==> src/vup_pkg.sv <==
// shared types and constants of the vector unpack engine
`default_nettype none

package vup_pkg;

    localparam int LANES      = 4;
    localparam int LANE_W     = 32;
    localparam int S_DATA_W   = 48;
    localparam int M_DATA_W   = 136;
    localparam int QUEUE_DEPTH = 2;

    // element size codes of a header
    localparam logic [1:0] SIZE_32     = 2'd0;
    localparam logic [1:0] SIZE_16     = 2'd1;
    localparam logic [1:0] SIZE_8      = 2'd2;
    localparam logic [1:0] SIZE_COLOUR = 2'd3;

    // item kind carried on tuser
    localparam logic MODE_HEADER = 1'b0;
    localparam logic MODE_DATA   = 1'b1;

    // component code that a colour run requires
    localparam logic [1:0] COMP_FOUR = 2'd3;

    // one queue entry: a run header or a data word split into elements
    typedef struct packed {
        logic                          is_header;
        logic [8:0]                    vcount;     // vectors in run, 0 = invalid run
        logic [1:0]                    comps;      // components minus one
        logic                          colour;     // 5-5-5-1 run
        logic [1:0]                    last_idx;   // index of the last element in word
        logic [LANES-1:0][LANE_W-1:0]  elems;      // extended elements, first at 0
    } vup_entry_t;

endpackage

`default_nettype wire

==> src/vup_front.sv <==
// front end: accepts items, tracks the run format and splits data words
`default_nettype none

module vup_front
    import vup_pkg::*;
(
    input  wire logic        aclk,
    input  wire logic        aresetn,
    input  wire logic        s_tvalid,
    input  wire logic        s_tuser,
    input  wire logic [31:0] data_word,
    input  wire logic [1:0]  component_code,
    input  wire logic [1:0]  elem_size_code,
    input  wire logic        zero_extend,
    input  wire logic [7:0]  vector_count,
    input  wire logic        queue_full,
    output logic             s_tready,
    output logic             push,
    output vup_entry_t       push_entry
);

    logic [1:0] size_reg, size_next;
    logic [1:0] comps_reg, comps_next;
    logic       zext_reg, zext_next;
    logic       run_ok_reg, run_ok_next;

    logic       accept;
    logic       hdr_invalid;

    function automatic logic [31:0] ext16(logic [15:0] v, logic zx);
        ext16 = {{16{v[15] & ~zx}}, v};
    endfunction

    function automatic logic [31:0] ext8(logic [7:0] v, logic zx);
        ext8 = {{24{v[7] & ~zx}}, v};
    endfunction

    assign s_tready    = ~queue_full;
    assign accept      = s_tvalid & s_tready;
    assign hdr_invalid = (elem_size_code == SIZE_COLOUR) && (component_code != COMP_FOUR);

    always_comb begin
        size_next   = size_reg;
        comps_next  = comps_reg;
        zext_next   = zext_reg;
        run_ok_next = run_ok_reg;
        if (accept && s_tuser == MODE_HEADER) begin
            size_next   = elem_size_code;
            comps_next  = component_code;
            zext_next   = zero_extend;
            run_ok_next = ~hdr_invalid;
        end
    end

    always_ff @(posedge aclk) begin
        if (!aresetn) begin
            size_reg   <= SIZE_32;
            comps_reg  <= 2'd0;
            zext_reg   <= 1'b0;
            run_ok_reg <= 1'b0;
        end else begin
            size_reg   <= size_next;
            comps_reg  <= comps_next;
            zext_reg   <= zext_next;
            run_ok_reg <= run_ok_next;
        end
    end

    always_comb begin
        push_entry           = '0;
        push_entry.is_header = (s_tuser == MODE_HEADER);
        if (s_tuser == MODE_HEADER) begin
            push_entry.vcount = hdr_invalid ? 9'd0 : {vector_count == 8'd0, vector_count};
            push_entry.comps  = component_code;
            push_entry.colour = (elem_size_code == SIZE_COLOUR);
        end else begin
            push_entry.comps  = comps_reg;
            push_entry.colour = (size_reg == SIZE_COLOUR);
            case (size_reg)
                SIZE_32: begin
                    push_entry.last_idx = 2'd0;
                    push_entry.elems[0] = data_word;
                end
                SIZE_16: begin
                    push_entry.last_idx = 2'd1;
                    push_entry.elems[0] = ext16(data_word[15:0], zext_reg);
                    push_entry.elems[1] = ext16(data_word[31:16], zext_reg);
                end
                SIZE_8: begin
                    push_entry.last_idx = 2'd3;
                    push_entry.elems[0] = ext8(data_word[7:0], zext_reg);
                    push_entry.elems[1] = ext8(data_word[15:8], zext_reg);
                    push_entry.elems[2] = ext8(data_word[23:16], zext_reg);
                    push_entry.elems[3] = ext8(data_word[31:24], zext_reg);
                end
                default: begin
                    push_entry.last_idx = 2'd1;
                    push_entry.elems[0] = {16'd0, data_word[15:0]};
                    push_entry.elems[1] = {16'd0, data_word[31:16]};
                end
            endcase
        end
    end

    // data with no valid run is dropped here
    assign push = accept && ((s_tuser == MODE_HEADER) || run_ok_reg);

endmodule

`default_nettype wire

==> src/vup_queue.sv <==
// two-entry queue between the front and back ends
`default_nettype none

module vup_queue
    import vup_pkg::*;
(
    input  wire logic       aclk,
    input  wire logic       aresetn,
    input  wire logic       push,
    input  wire vup_entry_t push_entry,
    input  wire logic       pop,
    output logic            full,
    output logic            head_valid,
    output vup_entry_t      head_entry
);

    localparam int PTR_W = $clog2(QUEUE_DEPTH);

    vup_entry_t             store_reg [QUEUE_DEPTH];
    logic [PTR_W-1:0]       wr_ptr_reg, wr_ptr_next;
    logic [PTR_W-1:0]       rd_ptr_reg, rd_ptr_next;
    logic [PTR_W:0]         count_reg, count_next;
    logic                   do_push, do_pop;

    assign full       = (count_reg == (PTR_W+1)'(QUEUE_DEPTH));
    assign head_valid = (count_reg != '0);
    assign head_entry = store_reg[rd_ptr_reg];
    assign do_push    = push & ~full;
    assign do_pop     = pop & head_valid;

    always_comb begin
        wr_ptr_next = wr_ptr_reg;
        rd_ptr_next = rd_ptr_reg;
        count_next  = count_reg;
        if (do_push) begin
            wr_ptr_next = (wr_ptr_reg == PTR_W'(QUEUE_DEPTH-1)) ? '0 : wr_ptr_reg + 1'b1;
        end
        if (do_pop) begin
            rd_ptr_next = (rd_ptr_reg == PTR_W'(QUEUE_DEPTH-1)) ? '0 : rd_ptr_reg + 1'b1;
        end
        if (do_push && !do_pop) begin
            count_next = count_reg + 1'b1;
        end else if (do_pop && !do_push) begin
            count_next = count_reg - 1'b1;
        end
    end

    always_ff @(posedge aclk) begin
        if (!aresetn) begin
            wr_ptr_reg <= '0;
            rd_ptr_reg <= '0;
            count_reg  <= '0;
        end else begin
            wr_ptr_reg <= wr_ptr_next;
            rd_ptr_reg <= rd_ptr_next;
            count_reg  <= count_next;
        end
    end

    always_ff @(posedge aclk) begin
        if (do_push) begin
            store_reg[wr_ptr_reg] <= push_entry;
        end
    end

endmodule

`default_nettype wire

==> src/vup_back.sv <==
// back end: assembles vectors one element per cycle unless stalled on output
`default_nettype none

module vup_back
    import vup_pkg::*;
(
    input  wire logic                     aclk,
    input  wire logic                     aresetn,
    input  wire logic                     head_valid,
    input  wire vup_entry_t               head_entry,
    output logic                          pop,
    output logic                          m_tvalid,
    input  wire logic                     m_tready,
    output logic [LANES-1:0][LANE_W-1:0]  lanes,
    output logic [7:0]                    vector_index,
    output logic                          m_tlast
);

    logic [8:0]              vl_reg, vl_next;
    logic [7:0]              done_reg, done_next;
    logic [1:0]              comps_reg, comps_next;
    logic                    colour_reg, colour_next;
    logic [1:0]              pc_reg, pc_next;
    logic [1:0]              idx_reg, idx_next;
    logic [LANE_W-1:0]       pend_reg [3];
    logic                    out_valid_reg, out_valid_next;
    logic [LANES-1:0][LANE_W-1:0] lanes_reg;
    logic [7:0]              index_reg;
    logic                    last_reg;

    logic [LANE_W-1:0]       elem;
    logic                    is_data, run_on, emit_req, out_free, stall, work, fire, store;
    logic [LANES-1:0][LANE_W-1:0] lanes_new;

    assign elem     = head_entry.elems[idx_reg];
    assign is_data  = head_valid & ~head_entry.is_header;
    assign run_on   = (vl_reg != 9'd0);
    assign emit_req = is_data && run_on && (colour_reg || comps_reg == 2'd0 || pc_reg == comps_reg);
    assign out_free = ~out_valid_reg | m_tready;
    assign stall    = emit_req & ~out_free;
    assign work     = is_data & run_on & ~stall;
    assign fire     = work & emit_req;
    assign store    = work & ~emit_req;
    assign pop      = head_valid && !stall &&
                      (head_entry.is_header || !run_on || idx_reg == head_entry.last_idx ||
                       (fire && vl_reg == 9'd1));

    always_comb begin
        lanes_new = '0;
        if (colour_reg) begin
            lanes_new[0] = {24'd0, elem[4:0], 3'd0};
            lanes_new[1] = {24'd0, elem[9:5], 3'd0};
            lanes_new[2] = {24'd0, elem[14:10], 3'd0};
            lanes_new[3] = {24'd0, elem[15], 7'd0};
        end else if (comps_reg == 2'd0) begin
            for (int k = 0; k < LANES; k++) begin
                lanes_new[k] = elem;
            end
        end else begin
            for (int k = 0; k < 3; k++) begin
                if (2'(k) < pc_reg) begin
                    lanes_new[k] = pend_reg[k];
                end
            end
            lanes_new[pc_reg] = elem;
        end
    end

    always_comb begin
        vl_next     = vl_reg;
        done_next   = done_reg;
        comps_next  = comps_reg;
        colour_next = colour_reg;
        pc_next     = pc_reg;
        idx_next    = idx_reg;
        if (head_valid && head_entry.is_header) begin
            vl_next     = head_entry.vcount;
            comps_next  = head_entry.comps;
            colour_next = head_entry.colour;
            done_next   = 8'd0;
            pc_next     = 2'd0;
        end
        if (store) begin
            pc_next = pc_reg + 1'b1;
        end
        if (fire) begin
            vl_next   = vl_reg - 1'b1;
            done_next = done_reg + 1'b1;
            pc_next   = 2'd0;
        end
        if (pop) begin
            idx_next = 2'd0;
        end else if (work) begin
            idx_next = idx_reg + 1'b1;
        end
        out_valid_next = out_valid_reg & ~m_tready;
        if (fire) begin
            out_valid_next = 1'b1;
        end
    end

    always_ff @(posedge aclk) begin
        if (!aresetn) begin
            vl_reg        <= 9'd0;
            done_reg      <= 8'd0;
            comps_reg     <= 2'd0;
            colour_reg    <= 1'b0;
            pc_reg        <= 2'd0;
            idx_reg       <= 2'd0;
            out_valid_reg <= 1'b0;
        end else begin
            vl_reg        <= vl_next;
            done_reg      <= done_next;
            comps_reg     <= comps_next;
            colour_reg    <= colour_next;
            pc_reg        <= pc_next;
            idx_reg       <= idx_next;
            out_valid_reg <= out_valid_next;
        end
    end

    always_ff @(posedge aclk) begin
        if (store) begin
            pend_reg[pc_reg] <= elem;
        end
        if (fire) begin
            lanes_reg <= lanes_new;
            index_reg <= done_reg;
            last_reg  <= (vl_reg == 9'd1);
        end
    end

    assign m_tvalid     = out_valid_reg;
    assign lanes        = lanes_reg;
    assign vector_index = index_reg;
    assign m_tlast      = last_reg;

endmodule

`default_nettype wire

==> src/vector_unpack_engine.sv <==
// top level of the vector unpack engine: front end, queue and back end
`default_nettype none

// unpacks a stream of packed 32-bit words into four-lane vectors. a header
// transaction (tuser low) starts a run with its component count, element size,
// extension and vector count; data transactions (tuser high) follow. the front
// end takes one transaction per cycle while the two-entry queue has room and
// splits each data word into its elements; the back end turns one element into
// lane state or a vector per cycle, stalling when a vector finds the output
// register full; a data word holds one 32-bit element, two 16-bit or colour
// elements or four 8-bit elements. one vector leaves per cycle at most through
// the output register, and tlast marks the last vector of each run. data words
// with no active run produce nothing.

module vector_unpack_engine
    import vup_pkg::*;
(
    input  wire logic                 aclk,
    input  wire logic                 aresetn,
    // input transactions
    input  wire logic                 s_tvalid,
    output logic                      s_tready,
    // data_word [31:0], component_code [33:32], elem_size_code [35:34],
    // zero_extend [36], vector_count [44:37], zero pad [47:45]
    input  wire logic [S_DATA_W-1:0]  s_tdata,
    // mode [0]: 0 header, 1 data word
    input  wire logic                 s_tuser,
    // result transactions
    output logic                      m_tvalid,
    input  wire logic                 m_tready,
    // lane_x [31:0], lane_y [63:32], lane_z [95:64], lane_w [127:96],
    // vector_index [135:128]
    output logic [M_DATA_W-1:0]       m_tdata,
    // last [0]: final vector of the run
    output logic                      m_tlast
);

    vup_entry_t push_entry, head_entry;
    logic       push, pop, queue_full, head_valid;
    logic [LANES-1:0][LANE_W-1:0] lanes;
    logic [7:0] vector_index;

    // classification and element split
    vup_front u_front (
        .aclk           (aclk),
        .aresetn        (aresetn),
        .s_tvalid       (s_tvalid),
        .s_tuser        (s_tuser),
        .data_word      (s_tdata[31:0]),
        .component_code (s_tdata[33:32]),
        .elem_size_code (s_tdata[35:34]),
        .zero_extend    (s_tdata[36]),
        .vector_count   (s_tdata[44:37]),
        .queue_full     (queue_full),
        .s_tready       (s_tready),
        .push           (push),
        .push_entry     (push_entry)
    );

    // decouples input acceptance from vector assembly
    vup_queue u_queue (
        .aclk       (aclk),
        .aresetn    (aresetn),
        .push       (push),
        .push_entry (push_entry),
        .pop        (pop),
        .full       (queue_full),
        .head_valid (head_valid),
        .head_entry (head_entry)
    );

    // vector assembly and output register
    vup_back u_back (
        .aclk         (aclk),
        .aresetn      (aresetn),
        .head_valid   (head_valid),
        .head_entry   (head_entry),
        .pop          (pop),
        .m_tvalid     (m_tvalid),
        .m_tready     (m_tready),
        .lanes        (lanes),
        .vector_index (vector_index),
        .m_tlast      (m_tlast)
    );

    assign m_tdata = {vector_index, lanes[3], lanes[2], lanes[1], lanes[0]};

endmodule

`default_nettype wire
==> config.mk <==
export PLATFORM = sky130hd
export DESIGN_NAME = vector_unpack_engine
export DESIGN_NICKNAME = d
export VERILOG_FILES = /design/src/vup_pkg.sv /design/src/vup_front.sv /design/src/vup_queue.sv /design/src/vup_back.sv /design/src/vector_unpack_engine.sv
export SDC_FILE = /design/constraint.sdc
export NUM_CORES = 1
export LEC_CHECK = 0
export BUFFER_PORTS_ARGS = -buffer_cell sky130_fd_sc_hd__buf_4
export CAP_MARGIN = 20
export CORE_UTILIZATION = 45
export CTS_CLUSTER_DIAMETER = 60
export CTS_CLUSTER_SIZE = 30
export DETAILED_ROUTE_END_ITERATION = 10
export MAX_ROUTING_LAYER = met4
export PLACE_DENSITY = 0.67
export RECOVER_POWER = 25
export SYNTH_ARGS = -nofsm -noshare
export SYNTH_HDL_FRONTEND = slang
export SYNTH_SLANG_ARGS = --single-unit
export TNS_END_PERCENT = 30
==> constraint.sdc <==
create_clock -name aclk -period 7.4 [get_ports aclk]
set_clock_uncertainty 0.1 [all_clocks]
set_input_delay 1.48 -clock aclk [delete_from_list [all_inputs] [get_ports aclk]]
set_output_delay 1.48 -clock aclk [all_outputs]
set_load 0.02 [all_outputs]
==> flow_metrics.env <==
export IMPL_crit_arrival_ns=4.57
export IMPL_netSwitchingPower_mw=2.79
export IMPL_postLayoutCoreUtil=0.527
export IMPL_fill_cells=3265
export IMPL_drive_gt1_frac=0.155
export IMPL_core_um2=38700
export IMPL_fin_crit_sh=0.602
export IMPL_power_leakage_nw=7.17
export IMPL_grt_pass1_wl_um=62100
export IMPL_worst_slew_pin_slew_ns=1.28
export IMPL_ctsHoldBuffers=0
export IMPL_gp_congestion=0.822
export IMPL_critical_path_required_ns=7.52
export IMPL_path_cells="clkbuf_1 > inv_1 > o211ai_1 > nor2_1 > buf_4"
export IMPL_finalCriticalPeriod_ns=4.45
export IMPL_cts_buffers_inserted=31
export IMPL_grt_pass1_vias=10600
export IMPL_fin_nets=1530
export IMPL_final_hold_viol_count=0
export IMPL_htreeDepth=1
export IMPL_crit_path_start_kind="input pin"
export IMPL_start_util=0.457
export IMPL_via_count=11000
export IMPL_holdPathStages=0
export IMPL_vias_per_cell=5.48
export IMPL_die_area_um2=40200
export IMPL_fmax_mhz=225
export IMPL_syn_inst=1312
export IMPL_syn_area_um2=17700
export IMPL_die_y_um=200
export IMPL_dr_pass1_iters=5
export IMPL_rsz0062_at_grt="no"
export IMPL_syn_avg_cell_area_um2=13.5
export IMPL_async_reset_ff_frac=0
export IMPL_yosysWarningCount=0
export IMPL_seq_power_share=0.452
export IMPL_criticalPathCategory="input pin to flop"
export IMPL_num_rows=72
export IMPL_end_kind="flop"
export IMPL_run_status="completed"
export IMPL_final_setup_tns_ns=0
export IMPL_ys_flop_type="edfxtp_1"
export IMPL_reg2reg_setup_slack_ns=3.08
export IMPL_synth_nets=1374
export IMPL_num_antenna_cells=0
export IMPL_synth_edf_count=397
export IMPL_pin_count=192
export IMPL_synth_ff_latch_count=433
export IMPL_cts_buffer_depth=3
export IMPL_clk_latency_ns=0.60
export IMPL_ir_drop_uv=213
export IMPL_cts_tree="done"
export IMPL_crit_path_max_incr_delay_ns=0.89
export IMPL_drt_iter0_markers=1016
export IMPL_path_max_fanout=72
export IMPL_pwr_share_comb=0.307
export IMPL_antenna_found_initial=1
export IMPL_largest_reg_flops=164
export IMPL_path_clk_slew_ns=0.09
export IMPL_seq_area_frac_synth=0.713
export IMPL_wl_um=40200
export IMPL_cts_resized=0
export IMPL_grt_overflow=0
export IMPL_drc_errors=0
export IMPL_finalSetupViolCount=0
export IMPL_clock_sinks=433
export IMPL_area_growth_pct=15.2
export IMPL_rr_worst_depth=8
export IMPL_power_density_nw_per_um2=380
export IMPL_critPathSlowestCell="buf_4"
export IMPL_clock_tree_root_cell="clkbuf_16"
export IMPL_ant_nets=0
export IMPL_dp_hpwl_um=25200
export IMPL_die_x_um=200
export IMPL_wl_per_cell_um=20.0
export IMPL_portBuffers=188
export IMPL_grt_usage=0.205
export IMPL_switching_share=0.360
export IMPL_internal_power_mw=4.97
export IMPL_clockPowerShare=0.241
export IMPL_slew_viol_final=0
export IMPL_cap_violations=0
export IMPL_slew_headroom=0.149
export IMPL_synth_cell_types=61
export IMPL_grt_max_degree=109
export IMPL_hold_class="flop to flop"
export IMPL_post_cts_buffers=0
placed cells by master, fill, tap and decap left out, types with 16 or more instances in the layout:
cell type | Yosys | final
a21oi_1 | 132 | 132
and2_0 | 0 | 18
and3_1 | 23 | 23
buf_4 | 1 | 124
clkbuf_1 | 59 | 81
clkbuf_16 | 0 | 31
dfxtp_1 | 36 | 33
edfxtp_1 | 397 | 397
inv_1 | 41 | 41
mux2_2 | 18 | 17
mux2i_1 | 43 | 43
nand2_1 | 143 | 144
nand3_1 | 63 | 63
nor2_1 | 128 | 126
o21a_1 | 24 | 24
o21ai_0 | 16 | 16
cell families (layout without fill, tap and decap cells):
kind of cell | count (synthesis) | after routing | share of synthesized area
flops | 433 | 433 | 0.713
simple gates | 427 | 427 | 0.109
compound gates | 229 | 229 | 0.0790
fa+ha+maj | 9 | 9 | 0.00635
buf+inv | 125 | 306 | 0.0280
mux | 80 | 80 | 0.0601
xor+xnor | 9 | 9 | 0.00445
worst max-delay path: cells and delay by family:
family          cells  cell delay (ns)
buf+inv             3             2.02
compound gates      1             0.26
simple gates        1             0.74
cell usage after synthesis, types with 3 or more instances:
master	count	share of area
edfxtp_1	397	0.67
o21a_1	24	0.010
or2_2	5	0.0018
or3_1	6	0.0021
mux2_2	18	0.011
a311oi_1	14	0.0069
mux4_1	3	0.0044
and2_1	20	0.0071
clkbuf_1	59	0.012
xor2_1	4	0.0020
a22o_1	8	0.0040
nor3_1	12	0.0034
a21oi_1	132	0.037
buf_1	13	0.0028
xnor2_1	5	0.0025
buf_2	7	0.0020
inv_1	41	0.0087
a211oi_1	14	0.0059
nand3_1	63	0.018
mux4_2	15	0.019
nor2b_1	7	0.0025
and3_1	23	0.0081
nand2_1	143	0.030
nand2b_1	9	0.0032
nor2_1	128	0.027
mux2i_1	43	0.024
o21ai_0	16	0.0045
ha_1	9	0.0064
dfxtp_1	36	0.041
worst paths after layout:
path | startpoint | to
hold / removal | u_back.done_reg[6] | u_back.vector_index[6]
hold reg to reg | u_back.done_reg[6] | u_back.vector_index[6]
setup reg to reg | u_back.vl_reg[0] | u_back.lanes[30]
setup / recovery | s_tuser | u_queue.store_reg[0][27]
metal layers:
layer | GRT usage | wire length, um | vias up | part of all wire
met5 | - | 0 | - | 0
met3 | 0.0229 | 2840 | 50 | 0.071
li1 | - | - | 5140 | -
met4 | 0.0562 | 830 | 0 | 0.021
met2 | 0.311 | 18700 | 439 | 0.47
met1 | 0.294 | 17800 | 5401 | 0.44
area by class of cell:
type                            instances  area (um2)  share of cell area
Clock inverter                         27         372              0.0182
Tap cell                              518         648              0.0317
Multi-Input combinational cell        754        4570               0.224
Timing Repair Buffer                  205        1230              0.0605
Inverter                               43         166             0.00815
Sequential cell                       433       12700               0.620
Clock buffer                           31         776              0.0380
metrics by stage:
step | hold WS [ns] | power (mW) | setup slack (ns) | instances | cell area [um2]
2_1_floorplan | 0.308 | 5.19 | 1.58 | 1312 | 17700
3_3_place_gp | 0.320 | 6.02 | 3.26 | 1953 | 19600
3_5_place_dp | 0.327 | 6.07 | 3.21 | 1953 | 19600
4_1_cts | 0.349 | 7.92 | 3.66 | 2011 | 20800
5_1_grt | 0.354 | 8.15 | 2.77 | 2011 | 20400
6_report | 0.346 | 7.76 | 2.95 | 2011 | 20400
power by group through the flow:
stage	combinational, mW	clock (mW)	sequential, mW
after floorplan	1.41	0	3.78
after CTS	2.50	1.90	3.51
after global routing	2.62	1.99	3.55
final	2.39	1.87	3.51
after global placement	2.45	0	3.56
after detailed placement	2.49	0	3.57
Note: power is estimated with default switching activity, not from simulation.
